===== config.mk =====
export PLATFORM = sky130hd
export DESIGN_NAME = htdr_ctrl
export DESIGN_NICKNAME = d
export VERILOG_FILES = /design/src/hw/rtl/htdr_pkg.sv /design/src/hw/rtl/htdr_ctrl.sv
export SDC_FILE = /design/constraint.sdc
export NUM_CORES = 1
export LEC_CHECK = 0
export BUFFER_PORTS_ARGS = -buffer_cell sky130_fd_sc_hd__buf_2
export CAP_MARGIN = 20
export CORE_AREA = 2 2 39 41
export DETAILED_ROUTE_END_ITERATION = 10
export DIE_AREA = 0 0 41 43
export PLACE_DENSITY = 0.39
export SLEW_MARGIN = 40
export SYNTH_ARGS = -nofsm -noshare
export SYNTH_HDL_FRONTEND = slang
export SYNTH_SLANG_ARGS = --single-unit
export TNS_END_PERCENT = 1

===== constraint.sdc =====
create_clock -name i_clk -period 0.92 [get_ports i_clk]
set_clock_uncertainty 0.1 [all_clocks]
set_input_delay 0.046 -clock i_clk [delete_from_list [all_inputs] [get_ports i_clk]]
set_output_delay 0.046 -clock i_clk [all_outputs]
set_load 0.01 [all_outputs]

===== src/hw/rtl/htdr_pkg.sv =====
// shared types and constants for the direct-mapped hash table
package htdr_pkg;

    localparam int ENTRIES = 1024;
    localparam int IDX_W   = $clog2(ENTRIES);

    localparam int KEY_W   = 64;
    localparam int SCORE_W = 16;
    localparam int DEPTH_W = 8;
    localparam int BOUND_W = 2;
    localparam int MOVE_W  = 16;
    localparam int GEN_W   = 8;
    localparam int OP_W    = 2;

    localparam int S_TDATA_W = 112;
    localparam int M_TDATA_W = 48;

    localparam logic [OP_W-1:0] OP_PROBE = 2'd0;
    localparam logic [OP_W-1:0] OP_STORE = 2'd1;
    localparam logic [OP_W-1:0] OP_CLEAR = 2'd2;

    localparam logic [BOUND_W-1:0] BOUND_EMPTY = 2'd0;

    typedef struct packed {
        logic [KEY_W-1:0]   key;
        logic [SCORE_W-1:0] score;
        logic [DEPTH_W-1:0] depth;
        logic [BOUND_W-1:0] bound;
        logic [MOVE_W-1:0]  move;
        logic               move_null;
        logic [GEN_W-1:0]   gen;
    } t_slot;

    typedef struct packed {
        logic load;
        logic commit;
        logic sweep;
    } t_cmd;

    typedef struct packed {
        logic is_clear;
        logic sweep_last;
    } t_sts;

endpackage


===== src/hw/rtl/htdr_ctrl.sv =====
// controller state machine: request handshake, lookup sequencing and clear sweep
module htdr_ctrl (
    input  logic          i_clk,
    input  logic          i_rst_n,
    input  logic          i_s_tvalid,
    output logic          o_s_tready,
    output logic          o_m_tvalid,
    input  logic          i_m_tready,
    input  htdr_pkg::t_sts i_sts,
    output htdr_pkg::t_cmd o_cmd
);
    import htdr_pkg::*;

    localparam logic [1:0] ST_CLEAR  = 2'd0;
    localparam logic [1:0] ST_IDLE   = 2'd1;
    localparam logic [1:0] ST_LOOKUP = 2'd2;

    logic [1:0] r_state, n_state;
    logic       r_out_valid, n_out_valid;

    always_comb begin
        o_cmd.load   = (r_state == ST_IDLE) && i_s_tvalid;
        o_cmd.commit = (r_state == ST_LOOKUP) && (!r_out_valid || i_m_tready);
        o_cmd.sweep  = (r_state == ST_CLEAR);
    end

    always_comb begin
        n_state = r_state;
        case (r_state)
            ST_CLEAR: begin
                if (i_sts.sweep_last) begin
                    n_state = ST_IDLE;
                end
            end
            ST_IDLE: begin
                if (i_s_tvalid) begin
                    n_state = ST_LOOKUP;
                end
            end
            ST_LOOKUP: begin
                if (o_cmd.commit) begin
                    n_state = i_sts.is_clear ? ST_CLEAR : ST_IDLE;
                end
            end
            default: begin
                n_state = ST_CLEAR;
            end
        endcase
    end

    always_comb begin
        if (o_cmd.commit) begin
            n_out_valid = 1'b1;
        end else if (i_m_tready) begin
            n_out_valid = 1'b0;
        end else begin
            n_out_valid = r_out_valid;
        end
    end

    always_ff @(posedge i_clk) begin
        if (!i_rst_n) begin
            r_state     <= ST_CLEAR;
            r_out_valid <= 1'b0;
        end else begin
            r_state     <= n_state;
            r_out_valid <= n_out_valid;
        end
    end

    assign o_s_tready = (r_state == ST_IDLE);
    assign o_m_tvalid = r_out_valid;

endmodule


==> results of run 1 <==
## area by class of cell
type	count	area share, %
Inverter	1	1.12
Clock buffer	4	7.84
Tap cell	16	5.97
Sequential cell	3	19.0
Multi-Input combinational cell	13	29.9
Timing Repair Buffer	17	36.2
## flip-flops by register name (all words and copies together) (netlist names)
register and cells:
o_m_tvalid 1, r_state 2
## layout by cell type, fill, tap and decap left out
| cell | synthesis | final |
|---|---|---|
| buf_2 | 0 | 8 |
| buf_4 | 1 | 5 |
| dfxtp_2 | 0 | 3 |
| a21boi_1 | 1 | 1 |
| nor3b_1 | 1 | 1 |
| inv_1 | 1 | 1 |
| nor2b_4 | 1 | 2 |
| dlygate4sd3_1 | 0 | 1 |
| a32o_2 | 1 | 1 |
| nor2_1 | 4 | 4 |
| nand2b_4 | 1 | 1 |
| clkbuf_4 | 0 | 3 |
| nand2b_1 | 1 | 1 |
| o21a_1 | 1 | 1 |
| clkbuf_1 | 0 | 1 |
| buf_6 | 0 | 3 |
| nand2_1 | 1 | 1 |
## routing by layer
layer / wire length, um / up-vias / GRT usage, %
met5: 0 / - / 0
li1: - / 98 / -
met4: 0 / 0 / 8.00
met3: 46 / 0 / 3.14
met2: 182 / 10 / 7.81
met1: 207 / 77 / 7.69
## final timing paths
path	startpoint	endpoint	slack, ns	cells past startpoint
setup / recovery	r_state[0]	o_cmd[1]	-0.23	4
hold / removal	i_rst_n	r_state[0]	0.0008	2
setup reg to reg	r_state[0]	r_state[0]	-0.16	4
hold reg to reg	r_state[0]	r_state[0]	0.48	2
## what timing repair did
item                       in CTS  in global routing
pin swaps                       1                  1
setup endpoints to repair       6                  7
hold buffers                    1                  0
hold endpoints to repair        2                  0
buffers inserted                2                  0
resized for setup               4                  2
cloned                          0                  0
## power groups by stage
stage	sequential [W]	clock (W)	combinational (W)
2_1_floorplan	0.000148	0	0.0000401
6_report	0.000148	0.000231	0.000101
4_1_cts	0.000148	0.000245	0.0000905
3_5_place_dp	0.000148	0	0.0000789
3_3_place_gp	0.000149	0	0.0000793
5_1_grt	0.000149	0.000257	0.000110
## metrics by stage
step / total power [W] / cells / area (um2)
2_1_floorplan: 0.000188 / 18 / 165
3_3_place_gp: 0.000228 / 47 / 258
3_5_place_dp: 0.000227 / 47 / 258
4_1_cts: 0.000483 / 54 / 322
5_1_grt: 0.000517 / 54 / 335
6_report: 0.000480 / 54 / 335
## Yosys cell counts (all sizes together)
cell type	instances	area [um2]
a21boi	1	7.51
a32o	1	11.3
buf	1	7.51
dfxtp	3	60.1
inv	1	3.75
nand2	1	3.75
nand2b	2	20.0
nor2	4	15.0
nor2b	2	20.0
nor3b	1	7.51
o21a	1	7.51
## kinds of logic after synthesis
kind of cell / count (synthesis) / share of synthesized area [%]
buffers and inverters: 2 / 6.87
AND/OR/NAND/NOR: 10 / 40.5
AO/OA/AOI/OAI: 3 / 16.0
flip-flops: 3 / 36.6
## critical path, delay by kind of cell (launching register included)
family	cells	cell delay, ns
buf+inv	2	0.18
flops	1	0.33
simple gates	2	0.27
==> summary.txt, run 1 <==
Global routing
  • Antenna violations before repair: 0
  • GRT Residual Overflow: 0
  • Vias in the first global route: 194
  • Gr usage total: 6.72%
  • Largest net degree at the start of global routing: 5
  • Global-route wire length before repair: 738 um

Place
  • Detailed placer's ending HPWL: 316 um
  • RD Place Congestion: 0.662
  • Dpl ws: -0.106 ns
  • Port Buffers: 10

Power
  • Logic pwr share: 21.1%
  • P_sw: 0.000113 W
  • Leak: 0.173 nW
  • Clock share of power: 48.1%
  • Sequential share of power: 30.8%
  • Net Sw Frac: 23.5%
  • Cell internal pwr: 0.000367 W
  • Max IR drop VDD: 573 uV
  • Pwr dens: 1430 nW/um2

Layout
  • Layout area overhead: 105%
  • Share of cells above drive strength 1: 68.4%
  • Nets: 45
  • Sequential cell area: 63.8 um2
  • Core Util, Final: 24.2%
  • N_diodes: 0
  • FILL cells: 142
  • Area of the multi-input gates: 100 um2

Worst setup path
  • Critical Path Fanout Max: 4
  • WP data arrival: 1.00 ns
  • Critical path capture point type: output pin
  • Crit start category: flop
  • CP peak stage delay: 0.33 ns
  • Critical path cell sequence: nand2b_4 > nor2b_4 > buf_6 > buf_6
  • Setup Crit Path Kind: flop to output pin
  • Slowest library cell on the worst path: dfxtp_2
  • Crit-path most repeated cell: buf_6
  • Data required, critical path: 0.77 ns

Logic synthesis
  • Synth warn: 0
  • Netlist Area Pre-Place: 164 um2
  • Mean Syn Cell Area: 9.11 um2
  • Seq cells post-synth: 3
  • Syn nets: 24
  • Syn Inst Count: 18
  • Sequential share of the synthesized area: 36.6%
  • Post-synthesis cell type count: 13

Floorplan
  • Placeable core area: 1380 um2
  • Die ar.: 1760 um2
  • FP Rows: 14
  • I/O pin cnt: 11
  • Die width: 41 um
  • Starting Density: 11.8%
  • Die height: 43 um

STA
  • Tmin final: 1.15 ns
  • Hold Fails Final Rpt: 0
  • Max-slew violation count: 0
  • Final Cycle Share: 125%
  • Fmax: 870 MHz
  • Max-slew headroom: 88.0%
  • RSZ-0062 raised after global routing: true
  • Final Setup Violations: 6
  • Final setup margin: -0.229 ns
  • Worst-margin pin slew: 0.180 ns
  • Setup TNS: -0.907 ns
  • Worst hold margin: 0.000847 ns

Outcome
  • Failing checks: negative setup slack
  • Status: finished, violations left

Clock network
  • H-tree Lvls: 1
  • Total CTS buffers: 3
  • CTS sink cnt: 3
  • Max clock buf depth: 2
  • CTS tree: yes
  • Skew-Pair Late Insertion Delay: 0.23 ns
  • Clock root buffer: clkbuf_4
  • Clock transition at path regs: 0.04 ns

Run
  • Max-Cap Viols: 0

Route
  • Iter 0 DRT Violations: 1
  • Routed vias: 185
  • Post-route ant nets: 0
  • WL final: 436 um
  • Via density: 3.43
  • Pre-antenna DRT Iters: 2
  • Post-route DRC: 0
  • DR WL/cell: 8.07 um

Min path
  • Hold Crit Class: input pin to flop
Power figures use the tool's default switching activity.
==> run 2, diff against run 1 <==
--- a/config.mk
+++ b/config.mk
@@ -11,6 +11,7 @@
 export DETAILED_ROUTE_END_ITERATION = 10
 export DIE_AREA = 0 0 41 43
 export PLACE_DENSITY = 0.39
+export RECOVER_POWER = 100
 export SLEW_MARGIN = 40
 export SYNTH_ARGS = -nofsm -noshare
 export SYNTH_HDL_FRONTEND = slang
==> run 2 against run 1 <==
  * The flow still finishes with violations (negative setup slack)
  * Sequential share of layout area increased by 0.071 points
  * Combinational power about the same
  * Setup slack about the same
  * Routed wire length increased by 0.46%
  * Final cell count unchanged
  * Design area decreased by 0.37%
  * Via count unchanged
  * Flip-flop and latch count unchanged
  * Non-clock buffer count unchanged
  * Register-to-register slack about the same
  * Power about the same
  * Worst hold slack unchanged
==> summary.txt, run 2 (same netlist as run 1, synthesis figures left out) <==
STA
  • Worst-margin pin slew: 0.180 ns
  • Final setup margin: -0.229 ns
  • Final Cycle Share: 125%
  • Max-slew violation count: 0
  • RSZ-0062 raised after global routing: true
  • Worst hold margin: 0.000847 ns
  • Final Setup Violations: 6
  • Fmax: 870 MHz
  • Max-slew headroom: 88.0%
  • Tmin final: 1.15 ns
  • Hold Fails Final Rpt: 0

Worst setup path
  • Largest delay share family, worst path: flip-flops
  • Setup Crit Path Kind: flop to output pin
  • Data required, critical path: 0.77 ns
  • CP peak stage delay: 0.33 ns
  • Crit-path most repeated cell: buf_6
  • Slowest library cell on the worst path: dfxtp_2
  • WP data arrival: 1.00 ns
  • Crit start category: flop
  • Sum of buffers and inverters on the critical path: 2
  • Critical path capture point type: output pin
  • Critical Path Fanout Max: 4
  • Critical path cell sequence: nand2b_4 > nor2b_4 > buf_6 > buf_6

Power
  • Leak: 0.169 nW
  • Pwr dens: 1440 nW/um2
  • Total power: 0.000480 W
  • Max IR drop VDD: 573 uV

Clock network
  • Max clock buf depth: 2
  • CTS tree: yes
  • Skew-Pair Late Insertion Delay: 0.23 ns
  • Clock root buffer: clkbuf_4
  • H-tree Lvls: 1
  • Clock transition at path regs: 0.04 ns
  • CTS sink cnt: 3
  • Total CTS buffers: 3

Place
  • Placed Area: 258 um2
  • RD Place Congestion: 0.662
  • Port Buffers: 10
  • Detailed placer's ending HPWL: 316 um

Route
  • DR WL/cell: 8.11 um
  • Iter 0 DRT Violations: 1
  • Via density: 3.43
  • Pre-antenna DRT Iters: 2
  • Routed vias: 185
  • Post-route ant nets: 0
  • Post-route DRC: 0
  • WL final: 438 um

Global routing
  • GRT Residual Overflow: 0
  • Gr usage total: 6.72%
  • Largest net degree at the start of global routing: 5
  • Antenna violations before repair: 0
  • Vias in the first global route: 194
  • Global-route wire length before repair: 738 um

Floorplan
  • Die height: 43 um
  • FP Rows: 14
  • Placeable core area: 1380 um2
  • Starting Density: 11.8%
  • Die width: 41 um
  • I/O pin cnt: 11
  • Die ar.: 1760 um2

Layout
  • Commonest non-fill, non-tap cell in the layout: buf_2
  • Most frequent cells in the layout: 7 x buf_2, 5 x buf_4, 4 x nor2_1
  • N_diodes: 0
  • Max reg flops: 2
  • Final Cell Area: 334 um2
  • Nets: 45
  • Reg with most FFs: r_state
  • Layout area overhead: 104%
  • FILL cells: 143
  • Share of cells above drive strength 1: 65.8%

Outcome
  • Status: finished, violations left
  • Failing checks: negative setup slack

Run
  • Max-Cap Viols: 0

Min path
  • Hold Crit Class: input pin to flop
## run 2: cell types whose count changed in the layout (fill, tap and decap cells not counted), sizes merged
cell / before / now
buf: 16 / 15
clkbuf: 4 / 5
## run 2: area by class of cell
type | instances | area [um2] | area share, %
repair buffers | 17 | 120 | 36.0
multi-input cells | 13 | 100 | 30.0
clock buffers | 4 | 26.3 | 7.87
flip-flops and latches | 3 | 63.8 | 19.1
inverters | 1 | 3.75 | 1.12
well taps | 16 | 20.0 | 5.99
## run 2: routing by layer
metal	wire length (um)	track usage [%]
met1	208	7.69
met2	182	7.81
met5	0	0
met4	0	8.00
met3	47	3.14
## run 2: worst paths after layout
path | startpoint | slack (ns) | cells past startpoint | to
worst max-delay path | r_state[0] | -0.23 | 4 | o_cmd[1]
worst min-delay path | i_rst_n | 0.0008 | 2 | r_state[0]
worst max register to register | r_state[0] | -0.16 | 4 | r_state[0]
worst min register to register | r_state[0] | 0.48 | 2 | r_state[0]
## run 2: metrics by stage
step / util [%] / TNS (ns) / setup WS [ns] / instances
2_1_floorplan: - / -0.0828 / -0.0753 / 18
3_3_place_gp: 18.6 / -0.205 / -0.113 / 47
3_5_place_dp: 18.6 / -0.167 / -0.106 / 47
4_1_cts: 23.2 / -0.983 / -0.241 / 54
5_1_grt: 24.1 / -1.22 / -0.285 / 54
6_report: 24.1 / -0.907 / -0.229 / 54
## run 2: power by group
part | total [W] | switching (W) | internal (W)
combinational | 0.000101 | 0.0000363 | 0.0000646
clock | 0.000231 | 0.0000685 | 0.000163
sequential | 0.000148 | 0.00000798 | 0.000140
total | 0.000480 | 0.000113 | 0.000367
## run 2: worst register-to-register path: cells and delay by family, from the launching register on
kind                   cells  cell delay, ns
and+or+nand+nor            2            0.18
AOI/OAI and AO/OA          1            0.23
DFF                        1            0.34
buffers and inverters      1            0.12
## run 2: timing repair
item,in CTS,in global routing
setup endpoints to repair,6,7
hold buffers,1,0
pin swaps,1,1
endpoints found under the hold margin,2,0
resized for setup,4,2
buffers inserted,2,0
==> run 3, diff against run 2 <==
--- a/config.mk
+++ b/config.mk
@@ -12,6 +12,7 @@
 export DIE_AREA = 0 0 41 43
 export PLACE_DENSITY = 0.39
 export RECOVER_POWER = 100
+export SETUP_SLACK_MARGIN = 0.2
 export SLEW_MARGIN = 40
 export SYNTH_ARGS = -nofsm -noshare
 export SYNTH_HDL_FRONTEND = slang
==> run 3 against run 2 <==
  * The flow finishes with violations (negative hold slack, negative setup slack)
  * Combinational power is essentially flat
  * Fmax barely moved
  * Die area unchanged
  * Critical path type unchanged
==> summary.txt, run 3 (same netlist as run 1, synthesis figures left out) <==
Layout
  • Share of cells above drive strength 1: 67.6%
  • Reg with most FFs: r_state
  • Commonest non-fill, non-tap cell in the layout: buf_2
  • Nets: 44
  • Max reg flops: 2
  • Layout area overhead: 102%
  • Non-filler cells, final: 53
  • N_diodes: 0
  • Final Cell Area: 330 um2
  • Most frequent cells in the layout: 7 x buf_2, 5 x buf_4, 4 x nor2_1, 4 x buf_6, 3 x clkbuf_4

Route
  • Iter 0 DRT Violations: 0
  • Via density: 3.51
  • DR WL/cell: 8.13 um
  • Routed vias: 186
  • Post-route DRC: 0
  • Post-route ant nets: 0
  • Pre-antenna DRT Iters: 1
  • WL final: 431 um

Worst setup path
  • R2R cell count: 4
  • Critical path capture point type: output pin
  • Setup Crit Path Kind: flop to output pin
  • Worst r2r src: o_m_tvalid
  • R2R setup slack: -0.19 ns
  • Critical path cell sequence: nand2b_4 > nor2b_4 > buf_6 > buf_6
  • Slowest library cell on the worst path: dfxtp_2
  • Data required, critical path: 0.77 ns
  • Crit start category: flop
  • Crit-path most repeated cell: buf_6
  • Reg2reg end: r_state[0]
  • Critical Path Fanout Max: 4
  • CP peak stage delay: 0.32 ns
  • WP data arrival: 1.00 ns

Global routing
  • Global-route wire length before repair: 752 um
  • Met3 Usage GRT: 3.14%
  • Met1 Use GR: 8.01%
  • Vias in the first global route: 188
  • Global routing's busiest layer: met2
  • GRT met2 Usage: 8.13%
  • Antenna violations before repair: 0
  • Largest net degree at the start of global routing: 5
  • Gr usage total: 6.92%
  • GRT Residual Overflow: 0

Clock network
  • CTS tree: yes
  • Clock transition at path regs: 0.04 ns
  • H-tree Lvls: 1
  • Total CTS buffers: 3
  • Max clock buf depth: 2
  • Skew-Pair Late Insertion Delay: 0.23 ns
  • Clock root buffer: clkbuf_4
  • CTS sink cnt: 3

Floorplan
  • Die ar.: 1760 um2
  • Starting Density: 11.8%
  • I/O pin cnt: 11
  • FP Rows: 14
  • Die width: 41 um
  • Die height: 43 um
  • Placeable core area: 1380 um2

STA
  • Final setup margin: -0.228 ns
  • Setup TNS: -0.939 ns
  • Hold Fails Final Rpt: 1
  • Max-slew headroom: 88.1%
  • Tmin final: 1.15 ns
  • Worst-margin pin slew: 0.179 ns
  • Final Setup Violations: 6
  • Worst hold margin: -0.0170 ns
  • Final Cycle Share: 125%
  • Fmax: 871 MHz
  • Max-slew violation count: 0
  • RSZ-0062 raised after global routing: true

Run
  • Max-Cap Viols: 0

Place
  • Placed Cells: 47
  • Dpl ws: -0.106 ns
  • RD Place Congestion: 0.662
  • Placed Area: 258 um2
  • Detailed placer's ending HPWL: 316 um
  • Port Buffers: 10

Min path
  • Hold Crit Start: i_rst_n
  • Worst hold endpoint: r_state[1]
  • Hold path depth: 2
  • Hold Crit Class: input pin to flop

Power
  • Leak: 0.168 nW
  • Pwr dens: 1460 nW/um2
  • Max IR drop VDD: 483 uV

Outcome
  • Status: finished, violations left
  • Failing checks: negative hold slack, negative setup slack
run 3: stage by stage:
step	power, W	utilization, %
after floorplan	0.000188	-
after global placement	0.000228	18.6
after detailed placement	0.000227	18.6
after CTS	0.000480	22.5
after global routing	0.000517	23.9
final	0.000483	23.9
run 3: worst max path at each step:
stage                from         end  slack (ns)  depth (start not counted)
2_1_floorplan  o_m_tvalid  r_state[0]       -0.08                          3
3_3_place_gp   r_state[0]  r_state[0]       -0.11                          3
3_5_place_dp   r_state[0]  r_state[0]       -0.11                          3
4_1_cts        r_state[0]    o_cmd[1]       -0.24                          4
5_1_grt        r_state[0]    o_cmd[1]       -0.29                          4
6_report       r_state[0]    o_cmd[1]       -0.23                          4
run 3: area by class of cell:
| class | count | area [um2] |
|---|---|---|
| inverters | 1 | 3.75 |
| fillers | 143 | 1050 |
| clock buffers | 4 | 26.3 |
| multi-input cells | 13 | 100 |
| flip-flops and latches | 3 | 62.6 |
| well taps | 16 | 20.0 |
| repair buffers | 16 | 118 |
run 3: timing repair:
item,in CTS,in global routing
setup endpoints to repair,8,8
pin swaps,1,1
buffers inserted,2,0
gates resized for setup,4,3
endpoints found under the hold margin,2,2
run 3: where the power goes:
group	internal, W	switching (W)	total, W
clock	0.000163	0.0000730	0.000236
combinational	0.0000633	0.0000360	0.0000993
sequential	0.000140	0.00000817	0.000148
total	0.000366	0.000117	0.000483
run 3: per-layer routing:
| layer | vias to the layer above | part of all wire [%] |
|---|---|---|
| li1 | 97 | - |
| met3 | 0 | 10 |
| met5 | - | 0 |
| met4 | 0 | 0 |
| met1 | 79 | 46 |
| met2 | 10 | 44 |
run 3: worst max-delay path: cells and delay by family (launching register included):
family | cells | cell delay (ns)
DFF | 1 | 0.32
and+or+nand+nor | 2 | 0.27
buffers and inverters | 2 | 0.18
